$ cat src/rtl/ebgd_pkg.sv
// ----------------------------------------------------------------------------
// ebgd_pkg
// types and constants shared by the encoder button gesture detector
// ----------------------------------------------------------------------------
package ebgd_pkg;

    localparam logic CMD_SAMPLE  = 1'b0;
    localparam logic CMD_CONSUME = 1'b1;

    localparam logic LEVEL_PRESSED  = 1'b0;
    localparam logic LEVEL_RELEASED = 1'b1;

    localparam int CFG_IDX_W = 2;

    localparam logic [CFG_IDX_W-1:0] REG_LONG_PRESS   = 2'd0;
    localparam logic [CFG_IDX_W-1:0] REG_ULTRA_LONG   = 2'd1;
    localparam logic [CFG_IDX_W-1:0] REG_CLICK_TMO    = 2'd2;
    localparam logic [CFG_IDX_W-1:0] REG_DOUBLE_WIN   = 2'd3;

    localparam logic [15:0] LONG_PRESS_RST = 16'd1000;
    localparam logic [15:0] ULTRA_LONG_RST = 16'd3000;
    localparam logic [15:0] CLICK_TMO_RST  = 16'd500;
    localparam logic [15:0] DOUBLE_WIN_RST = 16'd300;

    localparam int MASK_MOVE     = 0;
    localparam int MASK_ROTATE   = 1;
    localparam int MASK_CLICK    = 2;
    localparam int MASK_DOUBLE   = 3;
    localparam int MASK_LONG     = 4;
    localparam int MASK_ULTRA    = 5;
    localparam int MASK_GESTURE  = 6;
    localparam int MASK_DURATION = 7;

    localparam logic signed [15:0] MOVE_MAX = 16'sh7FFF;
    localparam logic signed [15:0] MOVE_MIN = -16'sh8000;

    typedef struct packed {
        logic              cmd;
        logic              switch_level;
        logic signed [15:0] encoder_count;
        logic [31:0]       now_ms;
        logic [7:0]        take_mask;
    } item_t;

    typedef struct packed {
        logic signed [15:0] movement_out;
        logic signed [15:0] rotate_movement_out;
        logic              click_flag;
        logic              double_click_flag;
        logic              long_press_flag;
        logic              ultra_long_flag;
        logic              press_rotate_flag;
        logic              button_down;
        logic              long_reached;
        logic [31:0]       press_time_ms;
        logic [31:0]       last_press_ms;
    } result_t;

    typedef struct packed {
        logic [15:0] long_press_ms;
        logic [15:0] ultra_long_press_ms;
        logic [15:0] click_timeout_ms;
        logic [15:0] double_click_window_ms;
    } cfg_t;

    typedef struct packed {
        logic signed [13:0] last_detent;
        logic signed [15:0] movement_total;
        logic              movement_waiting;
        logic              gesture_active;
        logic              gesture_waiting;
        logic              click_waiting;
        logic              double_waiting;
        logic              long_waiting;
        logic              ultra_waiting;
        logic              ultra_announced;
        logic              awaiting_second_click;
        logic              long_threshold_seen;
        logic              previous_level;
        logic [31:0]       press_start_time;
        logic [31:0]       first_click_time;
        logic [31:0]       last_duration;
    } state_t;

endpackage

$ cat src/rtl/ebgd_ifs.sv
// ----------------------------------------------------------------------------
// ebgd channel interfaces
// valid/ready channels for items, results and register writes
// ----------------------------------------------------------------------------
interface ebgd_item_if;
    logic              valid;
    logic              ready;
    logic              cmd;
    logic              switch_level;
    logic signed [15:0] encoder_count;
    logic [31:0]       now_ms;
    logic [7:0]        take_mask;

    modport source (output valid, cmd, switch_level, encoder_count, now_ms, take_mask,
                    input ready);
    modport sink   (input valid, cmd, switch_level, encoder_count, now_ms, take_mask,
                    output ready);
endinterface

interface ebgd_result_if;
    logic              valid;
    logic              ready;
    logic signed [15:0] movement_out;
    logic signed [15:0] rotate_movement_out;
    logic              click_flag;
    logic              double_click_flag;
    logic              long_press_flag;
    logic              ultra_long_flag;
    logic              press_rotate_flag;
    logic              button_down;
    logic              long_reached;
    logic [31:0]       press_time_ms;
    logic [31:0]       last_press_ms;

    modport source (output valid, movement_out, rotate_movement_out, click_flag,
                    double_click_flag, long_press_flag, ultra_long_flag,
                    press_rotate_flag, button_down, long_reached, press_time_ms,
                    last_press_ms,
                    input ready);
    modport sink   (input valid, movement_out, rotate_movement_out, click_flag,
                    double_click_flag, long_press_flag, ultra_long_flag,
                    press_rotate_flag, button_down, long_reached, press_time_ms,
                    last_press_ms,
                    output ready);
endinterface

interface ebgd_cfg_if;
    logic        valid;
    logic        ready;
    logic [1:0]  index;
    logic [15:0] data;

    modport source (output valid, index, data, input ready);
    modport sink   (input valid, index, data, output ready);
endinterface

$ cat src/rtl/ebgd_core.sv
// ----------------------------------------------------------------------------
// ebgd_core
// gesture and movement state with its single-pass update per item
// ----------------------------------------------------------------------------
module ebgd_core
(
    input  logic             clk,
    input  logic             rst_n,
    input  logic             step,
    input  ebgd_pkg::item_t  item,
    input  ebgd_pkg::cfg_t   cfg,
    output ebgd_pkg::result_t result
);
    import ebgd_pkg::*;

    state_t state_reg;
    state_t state_next;

    logic signed [15:0] cnt_adj;
    logic signed [13:0] detent;

    // all clear, switch seen as released
    function automatic state_t reset_state();
        state_t rs;
        rs                = '0;
        rs.previous_level = LEVEL_RELEASED;
        return rs;
    endfunction

    assign cnt_adj = item.encoder_count[15] ? item.encoder_count + 16'sd3
                                            : item.encoder_count;
    assign detent  = cnt_adj[15:2];

    always_comb
    begin
        state_t             s;
        logic               down;
        logic               edge_seen;
        logic signed [16:0] sum;
        logic [31:0]        dur;
        logic [31:0]        held;
        logic               take_norm;
        logic               take_rot;

        s           = state_reg;
        down        = (item.switch_level == LEVEL_PRESSED);
        sum         = '0;
        dur         = '0;
        held        = '0;
        edge_seen   = 1'b0;
        result      = '0;

        if (item.cmd == CMD_SAMPLE)
        begin
            // encoder first
            if (detent != s.last_detent)
            begin
                sum = 17'(s.movement_total) + 17'(detent) - 17'(s.last_detent);
                if (sum[16] != sum[15])
                    s.movement_total = sum[16] ? MOVE_MIN : MOVE_MAX;
                else
                    s.movement_total = sum[15:0];
                s.last_detent      = detent;
                s.movement_waiting = 1'b1;
                if (down && !s.gesture_active)
                begin
                    s.gesture_waiting       = 1'b1;
                    s.gesture_active        = 1'b1;
                    s.click_waiting         = 1'b0;
                    s.long_waiting          = 1'b0;
                    s.ultra_waiting         = 1'b0;
                    s.awaiting_second_click = 1'b0;
                    s.long_threshold_seen   = 1'b0;
                    s.ultra_announced       = 1'b0;
                end
            end

            // button
            edge_seen = (item.switch_level != s.previous_level);
            if (edge_seen && item.switch_level == LEVEL_PRESSED)
            begin
                s.press_start_time    = item.now_ms;
                s.long_threshold_seen = 1'b0;
                s.ultra_announced     = 1'b0;
                s.gesture_active      = 1'b0;
            end
            if (edge_seen && item.switch_level == LEVEL_RELEASED)
            begin
                dur             = item.now_ms - s.press_start_time;
                s.last_duration = dur;
                priority if (s.gesture_active)
                    s.gesture_active = 1'b0;
                else if (dur >= 32'(cfg.ultra_long_press_ms))
                begin
                    if (!s.ultra_announced)
                    begin
                        s.ultra_waiting   = 1'b1;
                        s.ultra_announced = 1'b1;
                    end
                end
                else if (dur >= 32'(cfg.long_press_ms))
                    s.long_waiting = 1'b1;
                else if (dur < 32'(cfg.click_timeout_ms))
                begin
                    if (s.awaiting_second_click)
                    begin
                        s.double_waiting        = 1'b1;
                        s.awaiting_second_click = 1'b0;
                        s.click_waiting         = 1'b0;
                    end
                    else
                    begin
                        s.awaiting_second_click = 1'b1;
                        s.first_click_time      = item.now_ms;
                    end
                end
                else
                begin
                    // between click timeout and long press: no event
                end
            end

            if (down && !s.gesture_active)
            begin
                held = item.now_ms - s.press_start_time;
                if (held >= 32'(cfg.long_press_ms))
                    s.long_threshold_seen = 1'b1;
                if (held >= 32'(cfg.ultra_long_press_ms) && !s.ultra_announced)
                begin
                    s.ultra_waiting   = 1'b1;
                    s.ultra_announced = 1'b1;
                end
            end
            else if (s.ultra_announced && s.last_duration < 32'(cfg.ultra_long_press_ms))
                s.ultra_announced = 1'b0;

            if (s.awaiting_second_click &&
                (item.now_ms - s.first_click_time) > 32'(cfg.double_click_window_ms))
            begin
                s.click_waiting         = 1'b1;
                s.awaiting_second_click = 1'b0;
            end

            s.previous_level = item.switch_level;
        end

        result.click_flag        = s.click_waiting;
        result.double_click_flag = s.double_waiting;
        result.long_press_flag   = s.long_waiting;
        result.ultra_long_flag   = s.ultra_waiting;
        result.press_rotate_flag = s.gesture_waiting;
        result.last_press_ms     = s.last_duration;
        result.button_down       = down;
        result.long_reached      = s.long_threshold_seen && down;
        result.press_time_ms     = down ? item.now_ms - s.press_start_time : '0;

        take_norm = !down && !s.gesture_active && s.movement_waiting;
        take_rot  = s.gesture_active && s.movement_waiting;

        if (item.cmd == CMD_CONSUME)
        begin
            if (take_norm)
                result.movement_out = s.movement_total;
            if (take_rot)
                result.rotate_movement_out = s.movement_total;
            if ((item.take_mask[MASK_MOVE] && take_norm) ||
                (item.take_mask[MASK_ROTATE] && take_rot))
            begin
                s.movement_total   = '0;
                s.movement_waiting = 1'b0;
            end
            if (item.take_mask[MASK_CLICK])
                s.click_waiting = 1'b0;
            if (item.take_mask[MASK_DOUBLE])
                s.double_waiting = 1'b0;
            if (item.take_mask[MASK_LONG])
                s.long_waiting = 1'b0;
            if (item.take_mask[MASK_ULTRA])
                s.ultra_waiting = 1'b0;
            if (item.take_mask[MASK_GESTURE])
                s.gesture_waiting = 1'b0;
            if (item.take_mask[MASK_DURATION])
                s.last_duration = '0;
        end

        state_next = step ? s : state_reg;
    end

    always_ff @(posedge clk or negedge rst_n)
    begin
        if (!rst_n)
        begin
            state_reg <= reset_state();
        end
        else
        begin
            state_reg <= state_next;
        end
    end

endmodule

$ cat src/rtl/encoder_button_gesture_detector.sv
// ----------------------------------------------------------------------------
// encoder_button_gesture_detector
// rotary movement totals and push-button gesture sorting, one result per item
//
//   channel | role   | transfer
//   --------+--------+-------------------------------------------------
//   item    | sink   | command, switch level, encoder count, time, mask
//   result  | source | movement, rotate movement, event flags, times
//   cfg     | sink   | register index and 16-bit value
//
// one item per cycle sustained while results are taken; an item is held in the input register
// and is updated against the state on its way into the result register
// result valid once the updated item is loaded into the result register
// reset clears the state and loads the default thresholds; no clearing pass
// a stalled result holds the result register, the input register still
// takes one more item; register writes are always accepted
// ----------------------------------------------------------------------------
module encoder_button_gesture_detector
(
    input  logic          clk,
    input  logic          rst_n,
    ebgd_item_if.sink     item,
    ebgd_result_if.source result,
    ebgd_cfg_if.sink      cfg
);
    import ebgd_pkg::*;

    logic    in_valid_reg;
    item_t   in_item_reg;
    logic    out_valid_reg;
    result_t out_data_reg;
    cfg_t    cfg_reg;
    result_t core_result;
    item_t   item_data;
    logic    advance;
    logic    step;

    assign advance    = !out_valid_reg || result.ready;
    assign step       = in_valid_reg && advance;
    assign item.ready = !in_valid_reg || advance;
    assign cfg.ready  = 1'b1;

    assign item_data.cmd           = item.cmd;
    assign item_data.switch_level  = item.switch_level;
    assign item_data.encoder_count = item.encoder_count;
    assign item_data.now_ms        = item.now_ms;
    assign item_data.take_mask     = item.take_mask;

    ebgd_core u_core
    (
        .clk    (clk),
        .rst_n  (rst_n),
        .step   (step),
        .item   (in_item_reg),
        .cfg    (cfg_reg),
        .result (core_result)
    );

    always_ff @(posedge clk or negedge rst_n)
    begin
        if (!rst_n)
        begin
            in_valid_reg  <= 1'b0;
            out_valid_reg <= 1'b0;
        end
        else
        begin
            if (item.ready)
                in_valid_reg <= item.valid;
            if (advance)
                out_valid_reg <= in_valid_reg;
        end
    end

    always_ff @(posedge clk)
    begin
        if (item.valid && item.ready)
            in_item_reg <= item_data;
        if (step)
            out_data_reg <= core_result;
    end

    always_ff @(posedge clk or negedge rst_n)
    begin
        if (!rst_n)
        begin
            cfg_reg.long_press_ms          <= LONG_PRESS_RST;
            cfg_reg.ultra_long_press_ms    <= ULTRA_LONG_RST;
            cfg_reg.click_timeout_ms       <= CLICK_TMO_RST;
            cfg_reg.double_click_window_ms <= DOUBLE_WIN_RST;
        end
        else if (cfg.valid && cfg.ready)
        begin
            unique case (cfg.index)
                REG_LONG_PRESS: cfg_reg.long_press_ms          <= cfg.data;
                REG_ULTRA_LONG: cfg_reg.ultra_long_press_ms    <= cfg.data;
                REG_CLICK_TMO:  cfg_reg.click_timeout_ms       <= cfg.data;
                REG_DOUBLE_WIN: cfg_reg.double_click_window_ms <= cfg.data;
                default:        cfg_reg                        <= cfg_reg;
            endcase
        end
    end

    assign result.valid               = out_valid_reg;
    assign result.movement_out        = out_data_reg.movement_out;
    assign result.rotate_movement_out = out_data_reg.rotate_movement_out;
    assign result.click_flag          = out_data_reg.click_flag;
    assign result.double_click_flag   = out_data_reg.double_click_flag;
    assign result.long_press_flag     = out_data_reg.long_press_flag;
    assign result.ultra_long_flag     = out_data_reg.ultra_long_flag;
    assign result.press_rotate_flag   = out_data_reg.press_rotate_flag;
    assign result.button_down         = out_data_reg.button_down;
    assign result.long_reached        = out_data_reg.long_reached;
    assign result.press_time_ms       = out_data_reg.press_time_ms;
    assign result.last_press_ms       = out_data_reg.last_press_ms;

endmodule

$ cat src/flat_wrapper.sv
// flat-port wrapper written by rule: the top's interface ports become plain ports
module encoder_button_gesture_detector_flat import ebgd_pkg::*;
  (clk, rst_n, item_valid, item_cmd, item_switch_level, item_encoder_count, item_now_ms, item_take_mask, item_ready, result_valid, result_movement_out, result_rotate_movement_out, result_click_flag, result_double_click_flag, result_long_press_flag, result_ultra_long_flag, result_press_rotate_flag, result_button_down, result_long_reached, result_press_time_ms, result_last_press_ms, result_ready, cfg_valid, cfg_index, cfg_data, cfg_ready);
  ebgd_item_if item_i ();
  ebgd_result_if result_i ();
  ebgd_cfg_if cfg_i ();
  input  logic clk;
  input  logic rst_n;
  input wire logic [$bits(item_i.valid)-1:0] item_valid;
  input wire logic [$bits(item_i.cmd)-1:0] item_cmd;
  input wire logic [$bits(item_i.switch_level)-1:0] item_switch_level;
  input wire logic [$bits(item_i.encoder_count)-1:0] item_encoder_count;
  input wire logic [$bits(item_i.now_ms)-1:0] item_now_ms;
  input wire logic [$bits(item_i.take_mask)-1:0] item_take_mask;
  output wire logic [$bits(item_i.ready)-1:0] item_ready;
  output wire logic [$bits(result_i.valid)-1:0] result_valid;
  output wire logic [$bits(result_i.movement_out)-1:0] result_movement_out;
  output wire logic [$bits(result_i.rotate_movement_out)-1:0] result_rotate_movement_out;
  output wire logic [$bits(result_i.click_flag)-1:0] result_click_flag;
  output wire logic [$bits(result_i.double_click_flag)-1:0] result_double_click_flag;
  output wire logic [$bits(result_i.long_press_flag)-1:0] result_long_press_flag;
  output wire logic [$bits(result_i.ultra_long_flag)-1:0] result_ultra_long_flag;
  output wire logic [$bits(result_i.press_rotate_flag)-1:0] result_press_rotate_flag;
  output wire logic [$bits(result_i.button_down)-1:0] result_button_down;
  output wire logic [$bits(result_i.long_reached)-1:0] result_long_reached;
  output wire logic [$bits(result_i.press_time_ms)-1:0] result_press_time_ms;
  output wire logic [$bits(result_i.last_press_ms)-1:0] result_last_press_ms;
  input wire logic [$bits(result_i.ready)-1:0] result_ready;
  input wire logic [$bits(cfg_i.valid)-1:0] cfg_valid;
  input wire logic [$bits(cfg_i.index)-1:0] cfg_index;
  input wire logic [$bits(cfg_i.data)-1:0] cfg_data;
  output wire logic [$bits(cfg_i.ready)-1:0] cfg_ready;
  assign item_i.valid = item_valid;
  assign item_i.cmd = item_cmd;
  assign item_i.switch_level = item_switch_level;
  assign item_i.encoder_count = item_encoder_count;
  assign item_i.now_ms = item_now_ms;
  assign item_i.take_mask = item_take_mask;
  assign item_ready = item_i.ready;
  assign result_valid = result_i.valid;
  assign result_movement_out = result_i.movement_out;
  assign result_rotate_movement_out = result_i.rotate_movement_out;
  assign result_click_flag = result_i.click_flag;
  assign result_double_click_flag = result_i.double_click_flag;
  assign result_long_press_flag = result_i.long_press_flag;
  assign result_ultra_long_flag = result_i.ultra_long_flag;
  assign result_press_rotate_flag = result_i.press_rotate_flag;
  assign result_button_down = result_i.button_down;
  assign result_long_reached = result_i.long_reached;
  assign result_press_time_ms = result_i.press_time_ms;
  assign result_last_press_ms = result_i.last_press_ms;
  assign result_i.ready = result_ready;
  assign cfg_i.valid = cfg_valid;
  assign cfg_i.index = cfg_index;
  assign cfg_i.data = cfg_data;
  assign cfg_ready = cfg_i.ready;
  encoder_button_gesture_detector u_core (.clk(clk), .rst_n(rst_n), .item(item_i), .result(result_i), .cfg(cfg_i));
endmodule
$ cat config.mk
export PLATFORM = sky130hd
export DESIGN_NAME = encoder_button_gesture_detector_flat
export DESIGN_NICKNAME = d
export VERILOG_FILES = /design/src/rtl/ebgd_pkg.sv /design/src/rtl/ebgd_ifs.sv /design/src/rtl/ebgd_core.sv /design/src/rtl/encoder_button_gesture_detector.sv /design/src/flat_wrapper.sv
export SDC_FILE = /design/constraint.sdc
export NUM_CORES = 1
export LEC_CHECK = 0
export BUFFER_PORTS_ARGS = -buffer_cell sky130_fd_sc_hd__buf_2
export CAP_MARGIN = 20
export CELL_PAD_IN_SITES_DETAIL_PLACEMENT = 1
export CELL_PAD_IN_SITES_GLOBAL_PLACEMENT = 1
export CORE_ASPECT_RATIO = 1.5
export CORE_MARGIN = 5
export CORE_UTILIZATION = 49
export CTS_CLUSTER_DIAMETER = 80
export DETAILED_ROUTE_END_ITERATION = 16
export PLACE_DENSITY = 0.8
export SKIP_CTS_REPAIR_TIMING = 1
export SYNTH_ARGS = -nofsm -noshare
export SYNTH_HDL_FRONTEND = slang
export SYNTH_HIERARCHICAL = 1
export SYNTH_SLANG_ARGS = --single-unit
$ cat constraint.sdc
create_clock -name clk -period 13.1 [get_ports clk]
set_clock_uncertainty 0.15 [all_clocks]
set_input_delay 0.655 -clock clk [delete_from_list [all_inputs] [get_ports clk]]
set_output_delay 0.655 -clock clk [all_outputs]
set_load 0.02 [all_outputs]
==> flow_metrics.env <==
export IMPL_status="completed"
export IMPL_vias_per_cell=5.99
export IMPL_crit_reg2reg_launch="u_core/in_item_reg[56]$_DFFE_PP_"
export IMPL_htree_levels=2
export IMPL_fmax_mhz=86.7
export IMPL_grt_pass1_vias=20070
export IMPL_drt_iter0_drc=878
export IMPL_hold_path_class="in2reg"
export IMPL_synth_top_area_share_pct=20.5
export IMPL_start_util_pct=49.4
export IMPL_syn_area_um2=23600
export IMPL_final_layout_size_suffix_gt1_share_pct=18.6
export IMPL_syn_to_final_growth_pct=12.1
export IMPL_drc=0
export IMPL_grt_max_degree=84
export IMPL_syn_nets=2539
export IMPL_most_common_layout_cells="190 x ha_1, 184 x buf_2, 180 x nand2_1"
export IMPL_vias=18273
export IMPL_tritoncts="yes"
export IMPL_crit_arrival_ns=11.68
export IMPL_cts_sink_count=364
export IMPL_fin_crit_sh_pct=88.1
export IMPL_synth_edff_count=161
export IMPL_slowest_delay_ns=0.85
export IMPL_yosys_warnings=6
export IMPL_slew_limit_headroom_pct=34.8
export IMPL_ys_async_sr_fraction_pct=55.8
export IMPL_largest_register_ffs=137
export IMPL_grt_pass1_wl_mm=108
export IMPL_yosys_area_top_type="edfxtp_1"
export IMPL_synth_seq_cells=364
export IMPL_portBuffers=185
export IMPL_layout_min_cycle_time_ns=11.53
export IMPL_worstSetupEndpointType="flop"
export IMPL_layout_commonest_cell="ha_1"
export IMPL_nFillCells=5152
export IMPL_first_pass_iters=5
export IMPL_drt_total_wl_mm=67.6
export IMPL_clkTransAtPathRegs_ns=0.06
export IMPL_critPathRequiredTime_ns=13.25
export IMPL_gr_total_overflow=0
export IMPL_synthFlopType="dfrtp_1"
export IMPL_die_area_um2=52600
export IMPL_multi_input_comb_area_um2=12800
export IMPL_syn_avg_cell_area_um2=10.5
export IMPL_r2r_setup_slack_ns=1.57
export IMPL_num_io_pins=187
export IMPL_seqCellArea_um2=9940
export IMPL_holdPathEnd="u_core/in_item_reg[19]$_DFFE_PP_"
export IMPL_globalplace_congestion=0.938
export IMPL_slew_viol_final=0
export IMPL_r2r_cells=43
export IMPL_critPathMaxFanout=15
export IMPL_antenna_found_initial=1
export IMPL_grtUsageTotal_pct=25.2
export IMPL_p_per_area_nw_per_um2=213
export IMPL_antenna_cells=0
export IMPL_hpwl_mm=51.1
export IMPL_cts_buffer_depth=3
export IMPL_synth_area_leaders="edfxtp_1 21%, dfrtp_1 19%, ha_1 10%"
export IMPL_fp_dieH_um=279
export IMPL_wl_per_cell_um=22.2
export IMPL_crit_top_cell="a21oi_1"
export IMPL_synthCells=2249
export IMPL_rsz0062_at_grt="no"
export IMPL_final_net_count=2708
export IMPL_ys_types=86
export IMPL_holdPathStages=1
export IMPL_hold_ws_ns=0.120
export IMPL_setup_tns_ns=0
export IMPL_core_area_um2=47700
export IMPL_hold_viol=0
export IMPL_worstReg2RegEnd="u_core/result.click_flag$_DFFE_PP_"
export IMPL_yosysSeqAreaShare_pct=42.2
export IMPL_slowest_stage="or4_2"
export IMPL_min_from="item_now_ms[11]"
export IMPL_critPathKind="reg2reg"
export IMPL_worst_pin_slew_ns=0.966
export IMPL_cts_buffers=40
export IMPL_ant_nets=0
export IMPL_worstSkewPairLatency_ns=0.56
export IMPL_irDropWorstVdd_mv=0.113
export IMPL_chipWidth_um=189
export IMPL_cts_root_buf="clkbuf_16"
export IMPL_rows=98
export IMPL_p_leak_nw=11.8
export IMPL_start_kind="flop"
export IMPL_setup_viol=0
export IMPL_drv_cap=0
[metrics by stage]
step | util [%] | cell area [um2] | total power, mW | instances | setup slack, ns
final | 55.4 | 26400 | 5.61 | 3049 | 1.57
after global routing | 55.4 | 26400 | 6.02 | 3049 | 0.721
after CTS | 55.3 | 26400 | 5.64 | 3047 | 1.52
after detailed placement | 52.5 | 25000 | 4.42 | 2974 | 1.57
after global placement | 52.5 | 25000 | 4.28 | 2974 | 2.11
after floorplan | - | 23600 | 3.63 | 2249 | 3.06
[power by group]
part	switching, mW	total [mW]	internal [mW]
clock	0.469	1.16	0.688
sequential	0.184	1.66	1.48
combinational	1.67	2.79	1.12
total	2.32	5.61	3.29
[worst max path at each step]
stage                                                  from                            endpoint  slack, ns  cells after the start
floorplan           u_core/u_core/state_reg[96]$_DFFE_PN1P_  u_core/result.click_flag$_DFFE_PP_       3.06                     43
CTS                        u_core/in_item_reg[56]$_DFFE_PP_  u_core/result.click_flag$_DFFE_PP_       1.52                     43
global route               u_core/in_item_reg[56]$_DFFE_PP_  u_core/result.click_flag$_DFFE_PP_       0.72                     43
global placement           u_core/in_item_reg[56]$_DFFE_PP_  u_core/result.click_flag$_DFFE_PP_       2.11                     43
finish                     u_core/in_item_reg[56]$_DFFE_PP_  u_core/result.click_flag$_DFFE_PP_       1.57                     43
detailed placement         u_core/in_item_reg[56]$_DFFE_PP_  u_core/result.click_flag$_DFFE_PP_       1.57                     43
[critical path: cells and delay by family, from the launching register on]
kind            cells  cell delay [ns]
xor+xnor            2             0.43
flops               1             0.62
compound gates     21             4.65
fa+ha+maj           4             1.42
buf+inv             2             0.37
simple gates       14             3.59
[cell usage after synthesis, drive strengths merged (19+ instances only)]
| library cell | number |
|---|---|
| nand2 | 180 |
| a31o | 23 |
| nor3 | 46 |
| o21ai | 113 |
| edfxtp | 161 |
| and2 | 39 |
| a21oi | 114 |
| o211ai | 21 |
| ha | 190 |
| xnor2 | 66 |
| nand4 | 26 |
| a211oi | 22 |
| inv | 127 |
| nand3 | 31 |
| dfstp | 24 |
| nor2b | 37 |
| xor2 | 41 |
| nor2 | 137 |
| mux2 | 154 |
| fa | 19 |
| mux2i | 98 |
| a21o | 55 |
| dfrtp | 179 |
| nand2b | 23 |
| clkbuf | 61 |
| o21a | 34 |
[logic make-up after synthesis]
group	Yosys count	share of synthesized area, %
other	1	0.0159
buffers and inverters	205	3.50
adder cells (fa/ha/maj)	209	11.7
AND/OR/NAND/NOR	603	12.7
multiplexers	252	11.5
XOR/XNOR	107	3.98
AO/OA/AOI/OAI	508	14.3
flip-flops	364	42.2
[final cells by class]
cell class,instances,share of cell area [%]
multi-input combinational,1680,48.5
sequential,364,37.7
clock buffer,54,4.14
timing repair buffer,205,4.12
tap,600,2.84
inverter,127,1.81
clock inverter,19,0.919
[per-layer routing]
layer  global-route usage, %  vias to the layer above  share of wire (%)
met5                       0                        -                  0
met2                    46.5                      400                 52
met1                    30.4                     9189                 41
met3                    2.66                      132                3.3
li1                        -                     8552                  -
met4                    8.86                        0                3.6
(Power assumes the default switching activity.)
